**src/rtl/crm_pkg.sv**
```systemverilog
// ----------------------------------------------------------------------------
// crm_pkg
// Shared constants of the colour ramp mapper: register indexes and ramp codes.
// ----------------------------------------------------------------------------
`default_nettype none

package crm_pkg;

    // Configuration register indexes.
    localparam logic [1:0] REG_LOW_BOUND   = 2'd0;
    localparam logic [1:0] REG_HIGH_BOUND  = 2'd1;
    localparam logic [1:0] REG_RAMP_SELECT = 2'd2;

    // Width of the ramp select register.
    localparam int RAMP_BITS = 5;

    // Ramp numbers. Every other code gives white.
    localparam logic [RAMP_BITS-1:0] RAMP_JET       = 5'd1;
    localparam logic [RAMP_BITS-1:0] RAMP_BLUE_RED  = 5'd2;
    localparam logic [RAMP_BITS-1:0] RAMP_GRAY      = 5'd3;
    localparam logic [RAMP_BITS-1:0] RAMP_HUE       = 5'd4;
    localparam logic [RAMP_BITS-1:0] RAMP_SPRING    = 5'd5;
    localparam logic [RAMP_BITS-1:0] RAMP_MAGENTA   = 5'd6;
    localparam logic [RAMP_BITS-1:0] RAMP_WAVE      = 5'd7;
    localparam logic [RAMP_BITS-1:0] RAMP_TENT      = 5'd8;
    localparam logic [RAMP_BITS-1:0] RAMP_VIOLET    = 5'd9;
    localparam logic [RAMP_BITS-1:0] RAMP_SPECTRUM  = 5'd10;
    localparam logic [RAMP_BITS-1:0] RAMP_BROWN     = 5'd11;
    localparam logic [RAMP_BITS-1:0] RAMP_EARTH     = 5'd12;
    localparam logic [RAMP_BITS-1:0] RAMP_TERRAIN   = 5'd13;
    localparam logic [RAMP_BITS-1:0] RAMP_AUTUMN    = 5'd14;
    localparam logic [RAMP_BITS-1:0] RAMP_JET_WHITE = 5'd15;
    localparam logic [RAMP_BITS-1:0] RAMP_BGR       = 5'd16;
    localparam logic [RAMP_BITS-1:0] RAMP_RMB       = 5'd17;
    localparam logic [RAMP_BITS-1:0] RAMP_WINTER    = 5'd18;
    localparam logic [RAMP_BITS-1:0] RAMP_COOL      = 5'd19;
    localparam logic [RAMP_BITS-1:0] RAMP_FIELD     = 5'd20;
    localparam logic [RAMP_BITS-1:0] RAMP_PASTEL    = 5'd21;
    localparam logic [RAMP_BITS-1:0] RAMP_DUSK      = 5'd22;
    localparam logic [RAMP_BITS-1:0] RAMP_RED_WHITE = 5'd23;
    localparam logic [RAMP_BITS-1:0] RAMP_SUNSET    = 5'd24;
    localparam logic [RAMP_BITS-1:0] RAMP_OCEAN     = 5'd25;

    // Extra bits of the numerator and denominator words over the sample width.
    localparam int FRAC_GROWTH = 13;

endpackage

`default_nettype wire

```
**src/rtl/crm_position.sv**
```systemverilog
// ----------------------------------------------------------------------------
// crm_position
// Orders and widens the bounds, clips the sample and registers its offset
// from the low bound together with the span of the range.
// ----------------------------------------------------------------------------
`default_nettype none

module crm_position #(
    parameter int SAMPLE_BITS = 16
) (
    input  wire logic                          i_clk,
    input  wire logic                          i_en,
    input  wire logic signed [SAMPLE_BITS-1:0] i_low_bound,
    input  wire logic signed [SAMPLE_BITS-1:0] i_high_bound,
    input  wire logic signed [SAMPLE_BITS-1:0] i_sample_value,
    output logic             [SAMPLE_BITS-1:0] o_offset,
    output logic             [SAMPLE_BITS-1:0] o_span
);
    import crm_pkg::*;

    localparam int XW = SAMPLE_BITS + 2;

    logic signed [XW-1:0] lo_ext;
    logic signed [XW-1:0] hi_ext;
    logic signed [XW-1:0] v_ext;
    logic signed [XW-1:0] lo_ord;
    logic signed [XW-1:0] hi_ord;
    logic signed [XW-1:0] v_clip;
    logic signed [XW-1:0] off_full;
    logic signed [XW-1:0] span_full;
    logic [SAMPLE_BITS-1:0] r_offset;
    logic [SAMPLE_BITS-1:0] r_span;

    // Sort the bounds, widen equal ones, then clip the sample.
    always_comb begin
        lo_ext = XW'(i_low_bound);
        hi_ext = XW'(i_high_bound);
        v_ext  = XW'(i_sample_value);
        if (hi_ext < lo_ext) begin
            lo_ord = hi_ext;
            hi_ord = lo_ext;
        end else begin
            lo_ord = lo_ext;
            hi_ord = hi_ext;
        end
        if (hi_ord == lo_ord) begin
            lo_ord = lo_ord - XW'(1);
            hi_ord = hi_ord + XW'(1);
        end
        if (v_ext < lo_ord) begin
            v_clip = lo_ord;
        end else if (v_ext > hi_ord) begin
            v_clip = hi_ord;
        end else begin
            v_clip = v_ext;
        end
        off_full  = v_clip - lo_ord;
        span_full = hi_ord - lo_ord;
    end

    // Both values stay below two to the sample width.
    always_ff @(posedge i_clk) begin
        if (i_en) begin
            r_offset <= off_full[SAMPLE_BITS-1:0];
            r_span   <= span_full[SAMPLE_BITS-1:0];
        end
    end

    assign o_offset = r_offset;
    assign o_span   = r_span;

endmodule

`default_nettype wire

```
**config.mk**
```make
export PLATFORM = sky130hd
export DESIGN_NAME = crm_position
export DESIGN_NICKNAME = d
export VERILOG_FILES = /design/src/rtl/crm_pkg.sv /design/src/rtl/crm_position.sv
export SDC_FILE = /design/constraint.sdc
export NUM_CORES = 1
export LEC_CHECK = 0
export ABC_AREA = 1
export BUFFER_PORTS_ARGS = -buffer_cell sky130_fd_sc_hd__buf_2
export CORE_UTILIZATION = 60
export CTS_BUF_LIST = sky130_fd_sc_hd__clkbuf_2 sky130_fd_sc_hd__clkbuf_4 sky130_fd_sc_hd__clkbuf_8
export CTS_CLUSTER_DIAMETER = 60
export DETAILED_ROUTE_END_ITERATION = 6
export PLACE_DENSITY_LB_ADDON = 0.12
export SLEW_MARGIN = 5
export SYNTH_ARGS = -nofsm -noshare
export SYNTH_HDL_FRONTEND = slang
export SYNTH_SLANG_ARGS = --single-unit
```
**constraint.sdc**
```tcl
create_clock -name i_clk -period 9.8 [get_ports i_clk]
set_clock_uncertainty 0.2 [all_clocks]
set_input_delay 2.45 -clock i_clk [delete_from_list [all_inputs] [get_ports i_clk]]
set_output_delay 2.45 -clock i_clk [all_outputs]
set_load 0.005 [all_outputs]
```
==> flow_metrics.py <==
metrics = {
    "worst_setup_path": {
        "startpoint": "i_low_bound[15]",
        "critical-path-slowest-cell": "ha_1",
        "critical_path_peak_fanout": 13,
        "cp-end-kind": "register",
        "crit_arrival_ns": 8.92,
        "timing.critical_path.mode_cell": "nand2_1",
        "worst-setup-path-type": "in2reg",
        "worst_path_largest_cell_delay_ns": 0.37,
        "cp_data_required_time_ns": 9.64,
        "setup.worst_path.start_class": "input port",
    },
    "status": {
        "outcome": "complete, no violations",
    },
    "sta": {
        "maxSlewViolCount": 0,
        "fin_crit_sh": 0.926,
        "slew_headroom": 0.516,
        "final-setup-viol-count": 0,
        "timing.final.hold_violations": 0,
        "rsz0062_at_grt": "false",
        "tightestPinTransition_ns": 0.719,
        "fmax_ghz": 0.110,
        "post-route-worst-setup-slack_ns": 0.722,
        "period_minus_ws_final_ns": 9.08,
    },
    "cts": {
        "worst_setup_hold_path_clk_slew_ns": 0.06,
        "count_of_h_tree_levels_built_during_cts": 2,
        "clock_tree.buffer_depth": 2,
        "numClockSinks": 32,
        "cts.root.buffer_cell": "clkbuf_8",
        "post-cts-setup-buffers": 0,
        "cts-buffers-inserted": 5,
        "tritoncts": "built",
    },
    "finish": {
        "antennaDiodeCount": 0,
        "area_delta_synth_final_pct": 12.0,
        "area.sequential_um2": 961,
        "final.fill_count": 722,
        "fin_cells": 956,
        "multi_input_area_um2": 3820,
        "final_common_cell": "nand2_1",
        "design.final.nets": 983,
        "layout-drive-gt1-share": 0.197,
        "most_frequent_cells_in_the_layout": "195 x nand2_1, 99 x inv_1, 81 x buf_2, 80 x ha_1, 46 x nor2_1",
        "postLayoutCellArea_um2": 5880,
        "finalCoreUtilization": 0.705,
    },
    "synth": {
        "netlist.top_cell.by_area": "ha_1",
        "ys_types": 44,
        "syn_nets": 895,
        "synth_seq_cells": 32,
        "synth-edff-count": 32,
        "ys_top_cells_by_area": "ha_1 19%, edfxtp_1 18%, nand2_1 14%",
        "synth_top_family_by_area": "simple AND/OR/NAND/NOR gates",
        "top_flip_flop_cell_by_instance_count_after_synthesis": "edfxtp_1",
        "post-synth-top-area-fraction": 0.191,
        "fraction_of_the_mapped_netlist_area_in_compound_gates": 0.154,
        "synth_cells": 763,
        "post_synth_xor_area_fraction": 0.0682,
        "fraction_of_registers_with_async_set_reset": 0,
        "synth_mux_area_frac": 0,
        "syn-cell-area_um2": 5250,
        "post_synthesis_adder_cell_area_fraction": 0.198,
        "synth.avg_cell_area_um2": 6.88,
        "synth.yosys.seq_area_share": 0.183,
        "yosysWarningCount": 0,
        "synth-simple-area-share": 0.296,
    },
    "drt": {
        "routed_wirelength_um": 13300,
        "detail_route.vias_per_cell": 5.49,
        "drt-pass1-iter-count": 5,
        "detail_route.iter0.violations": 269,
        "detailroute.via_count": 5250,
        "route.detailed.wl_per_inst_um": 13.9,
        "ant_nets": 0,
        "drcViolationCount": 0,
    },
    "placement": {
        "portBuffers": 81,
        "place_ws_ns": -0.0623,
        "gp_routability_congestion": 0.939,
        "hpwl_um": 11500,
        "placed_area_um2": 5750,
        "placed_cells": 948,
    },
    "floorplanning": {
        "floorplan.core_area_um2": 8340,
        "full_die_area_um2": 9120,
        "std_cell_rows": 33,
        "initial_core_util": 0.629,
        "dieHeight_um": 95.5,
        "fp.dieW_um": 95.5,
        "io_pins": 82,
    },
    "flow_run": {
        "cap_viol_max_count": 0,
    },
    "power": {
        "power.total_mw": 1.12,
        "power_density_nw_per_um2": 191,
        "cellLeakagePower_nw": 3.07,
        "max-vdd-ir-drop_mv": 0.0805,
    },
    "global_route": {
        "antenna_violations_before_repair": 0,
        "grt_first_pass_wirelength_um": 22300,
        "gr-total-overflow": 0,
        "grt_use_total": 0.310,
        "number_of_global_route_vias_before_repair": 5045,
        "pin_count_of_the_biggest_net_entering_global_routing": 33,
    },
    "hold_path": {
        "worstHoldStart": "i_en",
        "worstHoldPathType": "in2reg",
    },
}
[flip-flops by register name, summed over array words and instances, names as in the netlist]
| name | count |
|---|---|
| o_span | 16 |
| o_offset | 16 |
[kinds of logic after synthesis]
family,count (synthesis)
simple gates,352
compound gates,137
buf+inv,120
fa+ha+maj,82
xor+xnor,40
flops,32
[metal layers]
layer  GRT usage  wire, um  vias to the layer above
met3      0.0239       553                       34
li1            -         -                     2716
met2       0.561      6570                      166
met4       0.142       448                        0
met1       0.371      5730                     2334
met5           0         0                        -
[critical path, delay by kind of cell]
kind | cells | cell delay [ns]
fa+ha+maj | 4 | 1.23
simple gates | 23 | 2.45
compound gates | 17 | 2.38
buf+inv | 6 | 0.41
[report_power, final]
group          internal [mW]  leakage (nW)  switching (mW)  total [mW]
Sequential             0.250         0.313          0.0118       0.262
Clock                 0.0467        0.0391          0.0446      0.0914
Combinational          0.308          2.72           0.460       0.769
Total                  0.605          3.07           0.517        1.12
[final cells by class]
cell class              instances  share of cell area
multi-input cells             612               0.649
clock inverters                 2             0.00128
well taps                     105              0.0223
clock buffers                   5              0.0117
repair buffers                 92              0.0830
inverters                     108              0.0690
flip-flops and latches         32               0.163
[path summary, 6_finish.rpt]
path / endpoint / slack, ns / cells after the start
setup / recovery: o_offset[15] / 0.72 / 50
hold / removal: o_span[4] / 2.56 / 1
[metrics by stage]
stage	TNS, ns	hold slack, ns
finish	0	2.56
global route	0	2.60
CTS	0	2.56
detailed placement	-0.0623	2.64
global placement	0	2.64
floorplan	0	2.36
[synthesized netlist by cell type (all sizes together) (3+ instances only)]
| cell | instances |
|---|---|
| edfxtp | 32 |
| a21o | 3 |
| clkbuf | 3 |
| buf | 9 |
| xor2 | 27 |
| a21oi | 44 |
| nand2 | 216 |
| nor3 | 6 |
| nor2 | 56 |
| a211oi | 5 |
| nand3 | 48 |
| o21ai | 75 |
| xnor2 | 13 |
| nand4 | 15 |
| o21bai | 5 |
| inv | 106 |
| ha | 80 |
| or2 | 5 |
[repair_timing]
action,4_1_cts,5_1_grt
resized for setup,0,11
hold buffers,0,0
endpoints found under the setup margin,0,5
Note: power is estimated with default switching activity, not from simulation.
