[src/rtl/crm_pkg.sv]
// ----------------------------------------------------------------------------
// crm_pkg
// Shared constants of the colour ramp mapper: register indexes and ramp codes.
// ----------------------------------------------------------------------------
`default_nettype none

package crm_pkg;

    // Configuration register indexes.
    localparam logic [1:0] REG_LOW_BOUND   = 2'd0;
    localparam logic [1:0] REG_HIGH_BOUND  = 2'd1;
    localparam logic [1:0] REG_RAMP_SELECT = 2'd2;

    // Width of the ramp select register.
    localparam int RAMP_BITS = 5;

    // Ramp numbers. Every other code gives white.
    localparam logic [RAMP_BITS-1:0] RAMP_JET       = 5'd1;
    localparam logic [RAMP_BITS-1:0] RAMP_BLUE_RED  = 5'd2;
    localparam logic [RAMP_BITS-1:0] RAMP_GRAY      = 5'd3;
    localparam logic [RAMP_BITS-1:0] RAMP_HUE       = 5'd4;
    localparam logic [RAMP_BITS-1:0] RAMP_SPRING    = 5'd5;
    localparam logic [RAMP_BITS-1:0] RAMP_MAGENTA   = 5'd6;
    localparam logic [RAMP_BITS-1:0] RAMP_WAVE      = 5'd7;
    localparam logic [RAMP_BITS-1:0] RAMP_TENT      = 5'd8;
    localparam logic [RAMP_BITS-1:0] RAMP_VIOLET    = 5'd9;
    localparam logic [RAMP_BITS-1:0] RAMP_SPECTRUM  = 5'd10;
    localparam logic [RAMP_BITS-1:0] RAMP_BROWN     = 5'd11;
    localparam logic [RAMP_BITS-1:0] RAMP_EARTH     = 5'd12;
    localparam logic [RAMP_BITS-1:0] RAMP_TERRAIN   = 5'd13;
    localparam logic [RAMP_BITS-1:0] RAMP_AUTUMN    = 5'd14;
    localparam logic [RAMP_BITS-1:0] RAMP_JET_WHITE = 5'd15;
    localparam logic [RAMP_BITS-1:0] RAMP_BGR       = 5'd16;
    localparam logic [RAMP_BITS-1:0] RAMP_RMB       = 5'd17;
    localparam logic [RAMP_BITS-1:0] RAMP_WINTER    = 5'd18;
    localparam logic [RAMP_BITS-1:0] RAMP_COOL      = 5'd19;
    localparam logic [RAMP_BITS-1:0] RAMP_FIELD     = 5'd20;
    localparam logic [RAMP_BITS-1:0] RAMP_PASTEL    = 5'd21;
    localparam logic [RAMP_BITS-1:0] RAMP_DUSK      = 5'd22;
    localparam logic [RAMP_BITS-1:0] RAMP_RED_WHITE = 5'd23;
    localparam logic [RAMP_BITS-1:0] RAMP_SUNSET    = 5'd24;
    localparam logic [RAMP_BITS-1:0] RAMP_OCEAN     = 5'd25;

    // Extra bits of the numerator and denominator words over the sample width.
    localparam int FRAC_GROWTH = 13;

endpackage

`default_nettype wire

[src/rtl/crm_divider.sv]
// ----------------------------------------------------------------------------
// crm_divider
// Pipelined restoring divider for one component. It scales the fraction
// num/den to the colour range, one quotient bit per stage, and rounds halves
// up in the output register.
// ----------------------------------------------------------------------------
`default_nettype none

module crm_divider #(
    parameter int SAMPLE_BITS = 16,
    parameter int COLOUR_BITS = 8
) (
    input  wire logic                                          i_clk,
    input  wire logic                                          i_en,
    input  wire logic signed [SAMPLE_BITS+crm_pkg::FRAC_GROWTH-1:0] i_num,
    input  wire logic signed [SAMPLE_BITS+crm_pkg::FRAC_GROWTH-1:0] i_den,
    output logic [COLOUR_BITS-1:0]                             o_level
);
    import crm_pkg::*;

    localparam int AW = SAMPLE_BITS + FRAC_GROWTH;
    localparam int QW = COLOUR_BITS + 1;
    localparam int NW = AW + QW;
    localparam logic [COLOUR_BITS-1:0] LEVEL_MAX = {COLOUR_BITS{1'b1}};

    logic [NW-1:0] num_u;
    logic [NW-1:0] scaled;

    logic [AW-1:0]          r_rem  [QW+1];
    logic [QW-1:0]          r_low  [QW+1];
    logic [AW-1:0]          r_den  [QW+1];
    logic [QW-1:0]          r_quo  [QW+1];
    logic                   r_zero [QW+1];
    logic                   r_full [QW+1];
    logic [COLOUR_BITS-1:0] r_level;
    logic [QW-1:0]          quo_rnd;

    // Scale by twice the full-scale level: (2^QW - 2) * num.
    always_comb begin
        num_u  = NW'(i_num[AW-1:0]);
        scaled = (num_u << QW) - (num_u << 1);
    end

    // Entry stage: the top bits of the scaled numerator are below den when num is below den.
    always_ff @(posedge i_clk) begin
        if (i_en) begin
            r_rem[0]  <= scaled[NW-1:QW];
            r_low[0]  <= scaled[QW-1:0];
            r_den[0]  <= i_den[AW-1:0];
            r_quo[0]  <= '0;
            r_zero[0] <= (i_num <= AW'(0));
            r_full[0] <= (i_num >= i_den);
        end
    end

    // One quotient bit per stage, most significant first.
    for (genvar k = 0; k < QW; k++) begin : g_step
        logic [AW:0] trial;
        logic        fits;

        always_comb begin
            trial = {r_rem[k], r_low[k][QW-1-k]};
            fits  = (trial >= {1'b0, r_den[k]});
        end

        always_ff @(posedge i_clk) begin
            if (i_en) begin
                r_rem[k+1]  <= fits ? AW'(trial - {1'b0, r_den[k]}) : trial[AW-1:0];
                r_low[k+1]  <= r_low[k];
                r_den[k+1]  <= r_den[k];
                r_quo[k+1]  <= r_quo[k] | (QW'(fits) << (QW-1-k));
                r_zero[k+1] <= r_zero[k];
                r_full[k+1] <= r_full[k];
            end
        end
    end

    // Halve the doubled quotient with rounding; the result stays in range.
    assign quo_rnd = r_quo[QW] + QW'(1);

    always_ff @(posedge i_clk) begin
        if (i_en) begin
            if (r_zero[QW]) begin
                r_level <= '0;
            end else if (r_full[QW]) begin
                r_level <= LEVEL_MAX;
            end else begin
                r_level <= quo_rnd[QW-1:1];
            end
        end
    end

    assign o_level = r_level;

endmodule

`default_nettype wire

[config.mk]
export PLATFORM = sky130hd
export DESIGN_NAME = crm_divider
export DESIGN_NICKNAME = d
export VERILOG_FILES = /design/src/rtl/crm_pkg.sv /design/src/rtl/crm_divider.sv
export SDC_FILE = /design/constraint.sdc
export NUM_CORES = 1
export LEC_CHECK = 0
export BUFFER_PORTS_ARGS = -buffer_cell sky130_fd_sc_hd__buf_2
export CAP_MARGIN = 0
export CORE_ASPECT_RATIO = 1.5
export CORE_MARGIN = 2
export CORE_UTILIZATION = 58
export CTS_CLUSTER_DIAMETER = 80
export CTS_CLUSTER_SIZE = 24
export DETAILED_ROUTE_END_ITERATION = 6
export PLACE_DENSITY = 0.82
export SYNTH_ARGS = -nofsm -noshare
export SYNTH_HDL_FRONTEND = slang
export SYNTH_SLANG_ARGS = --single-unit
[constraint.sdc]
create_clock -name i_clk -period 3.25 [get_ports i_clk]
set_input_delay 0.65 -clock i_clk [delete_from_list [all_inputs] [get_ports i_clk]]
set_output_delay 0.65 -clock i_clk [all_outputs]
set_load 0.01 [all_outputs]
==> run summary <==
The run finished, with violations left. The final reports fail on setup timing. The peak ir drop on the vdd network is 514 uV. The switching share of power came out at 38.1%.

The most frequent standard cell in the layout excluding fill and tap cells is sky130_fd_sc_hd__edfxtp_1. The count of unresolved DRC violations after routing is 0. The area of all placed cells without fillers came out at 46200 um^2. The worst setup path is captured at a flip-flop. In this run the horizontal extent of the chip is 210 um. Summed over all layers, the routed wires come to ~95 mm. In this run, CTS created clock tree buffers numbering 31.

The number of top-level pins is 68. The number of placed instances with taps included is approximately 4600. Clock latency on the worst-skew pair, taken at its later pin, is around 0.63 ns. Walking the worst path, the cells encountered are inv_2, ha_4, inv_2, fa_2, a211oi_2, nor2_2, o41a_1, o211ai_1, buf_4, a31oi_4, o21ai_2, and2b_1, a211oi_1, or4b_4, buf_12, mux2_4. The growth of design area from synthesis to finish came out at 25.4%. The critical path class is reg2reg. Along the worst path, the maximum fanout reaches 13. The tool flagged a number of max-cap violations equal to 0.

The global placer's final weighted congestion is 1.01. The leakage power is 20.2 nW. The switching power total is 0.0163 W. The final standard cell count with taps included and fillers excluded came out at 4811. In this run the number of H-tree levels came out at 1. The slowest stage of the critical path is the sky130_fd_sc_hd__or4b_4 cell. In this run the remaining antenna-violating nets after routing total 0.

Counting along the longest clock path gives a buffer depth of 3. The maximum number of pins on one net before global-route repair is 82. TritonCTS built the clock tree. The number of distinct library cell variants in the gate-level netlist after synthesis came out at 80. The top flip-flop cell by instance count after synthesis is sky130_fd_sc_hd__edfxtp_1. The via density per instance is 5.85. Internal power comes to about 0.026 W. The peak clock frequency supported by timing is 255 MHz. The time the worst path needs with I/O delays and setup is 3.92 ns. The xor/xnor cell area share of the yosys netlist came out at 5.65%. The share of synthesized area spent on multiplexers came out at 3.84%.

The global-route wire length before repair is ~140 mm. The initial standard-cell utilization of the core is roughly 60%. The total of flip-flops plus latches after synthesis came out at 631.

The power share of the sequential group is 30.7%. At the worst endpoint, the required time is 3.63 ns. For this run, asynchronously set or reset flops after synthesis account for 0%. The post-synthesis cell area is 36900 um^2. Setup violations remaining at the end of the flow were counted as 180. The top cell types in the final layout, fill and taps aside, are sky130_fd_sc_hd__edfxtp_1, sky130_fd_sc_hd__buf_4, sky130_fd_sc_hd__inv_1. The fraction of the mapped netlist area in adder cells is 11.0%. The via count of the first global-routing pass came out at approximately 29000. The largest stage delay on the critical path came out at 0.61 ns. The count of input and output buffers is between 60 and 70. The simple-gate area share of the yosys netlist is 9.76%. The share of total power dissipated in combinational logic is 58.9%.

Of the total power, the clock network draws 10.4%. In this run, synthesis inferred 631 flip-flops with an integrated enable. The final hold violation count is 0. The summed negative setup slack over all endpoints came out at -46.50 ns.

The transition at the pin with the smallest max-transition slack is 0.824 ns. The final clock skew came out at 0.0148 ns. The arrival time at the worst endpoint is 4.31 ns. The layout has 3935 filler cells. The buffers plus inverters on the worst setup path came out at 4. The final number of max-transition violations came to 0. The dominant combinational cell family by area after synthesis is compound AO/OA/AOI/OAI gates. The global-route total usage across every layer is 26.6%. The layout net count is 4377. The relative max-transition margin is 45.0%. The half-perimeter wire length after detailed placement is 65.0 mm.

The proportion of layout cells with a drive suffix above 1 came out at 28.9%. Setup repair after global routing could not meet its margin everywhere. The core area came out at 63100 um^2. The wire length per cell after detailed routing came out at ~20 um. The synthesized instance count is 3297. The count of yosys warnings during synthesis came out at 0. The minimum hold slack is 0.213 ns.

After the first detailed-routing iteration, the DRC count stood at 1758. The most numerous cell type found on the critical path is sky130_fd_sc_hd__inv_2. Summed over all layers, the global routing overflow is 0. The die footprint came out at 65600 um^2. The path class of the tightest hold or removal check is in2reg. The mean instance size in the synthesized netlist is about 11 um^2. The category of the worst setup path launch point is a flip-flop. The die height is ~310 um. The clock slew seen by the registers of the worst setup and hold paths came out at 0.09 ns. The post-synthesis sequential area ratio is between 50% and 60%. The placement row count is 113. The final worst-path cycle share came out at 121%. The cell family contributing the most delay on the critical path is compound AO/OA/AOI/OAI gates. The areal power density over the cells is ~920 nW/um^2. The tree is rooted in a sky130_fd_sc_hd__clkbuf_16. The total via count in the routed design is 28136. The placed instances occupy a cell area of 42300 um^2. The number of iterations in the first detailed-routing pass is 6. The total nets after synthesis is 3677.

Clock tree synthesis found a total of 631 sinks. The initial antenna violation count came out at 0. Across all setup checks in the final design, the least slack found is -0.673 ns. Summing the areas of all compound-gate instances in the mapped netlist gives a little over an eighth of the synthesized area.
-- final cells by class --
type	instances	area (um^2)	area share, %
clock buffers	33	783	1.69
inverters	381	1430	3.09
clock inverters	8	136	0.295
flip-flops and latches	631	18900	41.0
multi-input cells	2218	17700	38.3
repair buffers	734	6220	13.4
diodes	1	2.50	0.00541
well taps	805	1010	2.18
-- metrics by stage --
| step | utilization (%) | worst slack, ns | total power, W |
|---|---|---|---|
| after global routing | 73.3 | -0.807 | 0.0450 |
| after CTS | 71.0 | -0.611 | 0.0395 |
| after global placement | 67.0 | -0.530 | 0.0316 |
| after floorplan | - | -0.219 | 0.0255 |
| final | 73.3 | -0.673 | 0.0428 |
| after detailed placement | 67.0 | -0.610 | 0.0324 |
-- flip-flops by register name (all words and copies together), names as in the netlist --
register  flops
o_level       8
r_den       261
r_full       10
r_rem       261
r_low        36
r_zero       10
r_quo        45
-- per-layer routing --
| metal | GRT usage (%) | wire length, um | up-vias |
|---|---|---|---|
| li1 | - | - | 13411 |
| met1 | 23.1 | 29500 | 13438 |
| met2 | 55.0 | 53500 | 879 |
| met3 | 2.04 | 2760 | 408 |
| met4 | 19.7 | 9220 | 0 |
| met5 | 0 | 0 | - |
-- power by group through the flow --
stage	combinational, W	clock (W)	sequential, W
6_report	0.0252	0.00445	0.0131
5_1_grt	0.0270	0.00475	0.0133
4_1_cts	0.0221	0.00449	0.0129
3_5_place_dp	0.0194	0	0.0131
3_3_place_gp	0.0187	0	0.0130
2_1_floorplan	0.0128	0	0.0127
-- final timing paths --
check	from	endpoint	slack [ns]	depth (start not counted)
setup / recovery	r_low[0][8]	r_rem[1][21]	-0.67	16
hold / removal	i_den[26]	r_den[0][26]	0.21	1
setup reg to reg	r_low[0][8]	r_rem[1][21]	-0.67	16
hold reg to reg	r_low[0][1]	r_low[1][1]	0.42	0
-- synth_stat cells (all sizes together), types with 8 or more instances --
master    n  area [um^2]
edfxtp  631        18900
a31oi    28          175
o21ai   171          863
ha      312         3900
and4      8         70.1
a211oi   23          178
nor2    221          830
inv     381         1430
and3     23          144
buf      23          151
or3       9         56.3
xor2     72          631
and2     11         68.8
nand4    56          350
o21bai   27          203
nor4     23          150
or2      10         62.6
nor3     37          185
o31ai    16          135
a211o    14          123
nand2   189          709
o211ai   15          113
o21a     32          240
clkbuf   44          165
a21o    128          961
nor2b    33          206
nand2b   25          156
a221oi   11          109
or4       8         60.1
a21oi   269         1350
fa        8          160
mux2    112         1370
nand3    76          380
xnor2   166         1450
-- what timing repair did --
item,4_1_cts,5_1_grt
setup buffers,79,42
cloned,11,13
gates resized for setup,190,263
pin swaps,71,72
setup endpoints to repair,238,233
hold buffers,0,0
-- kinds of logic after synthesis --
logic type | Yosys count
and+or+nand+nor | 748
AOI/OAI and AO/OA | 796
DFF | 631
xor gates and xnor gates | 238
buffers and inverters | 448
adders and majority gates | 320
muxes | 116
(Power assumes the default switching activity.)
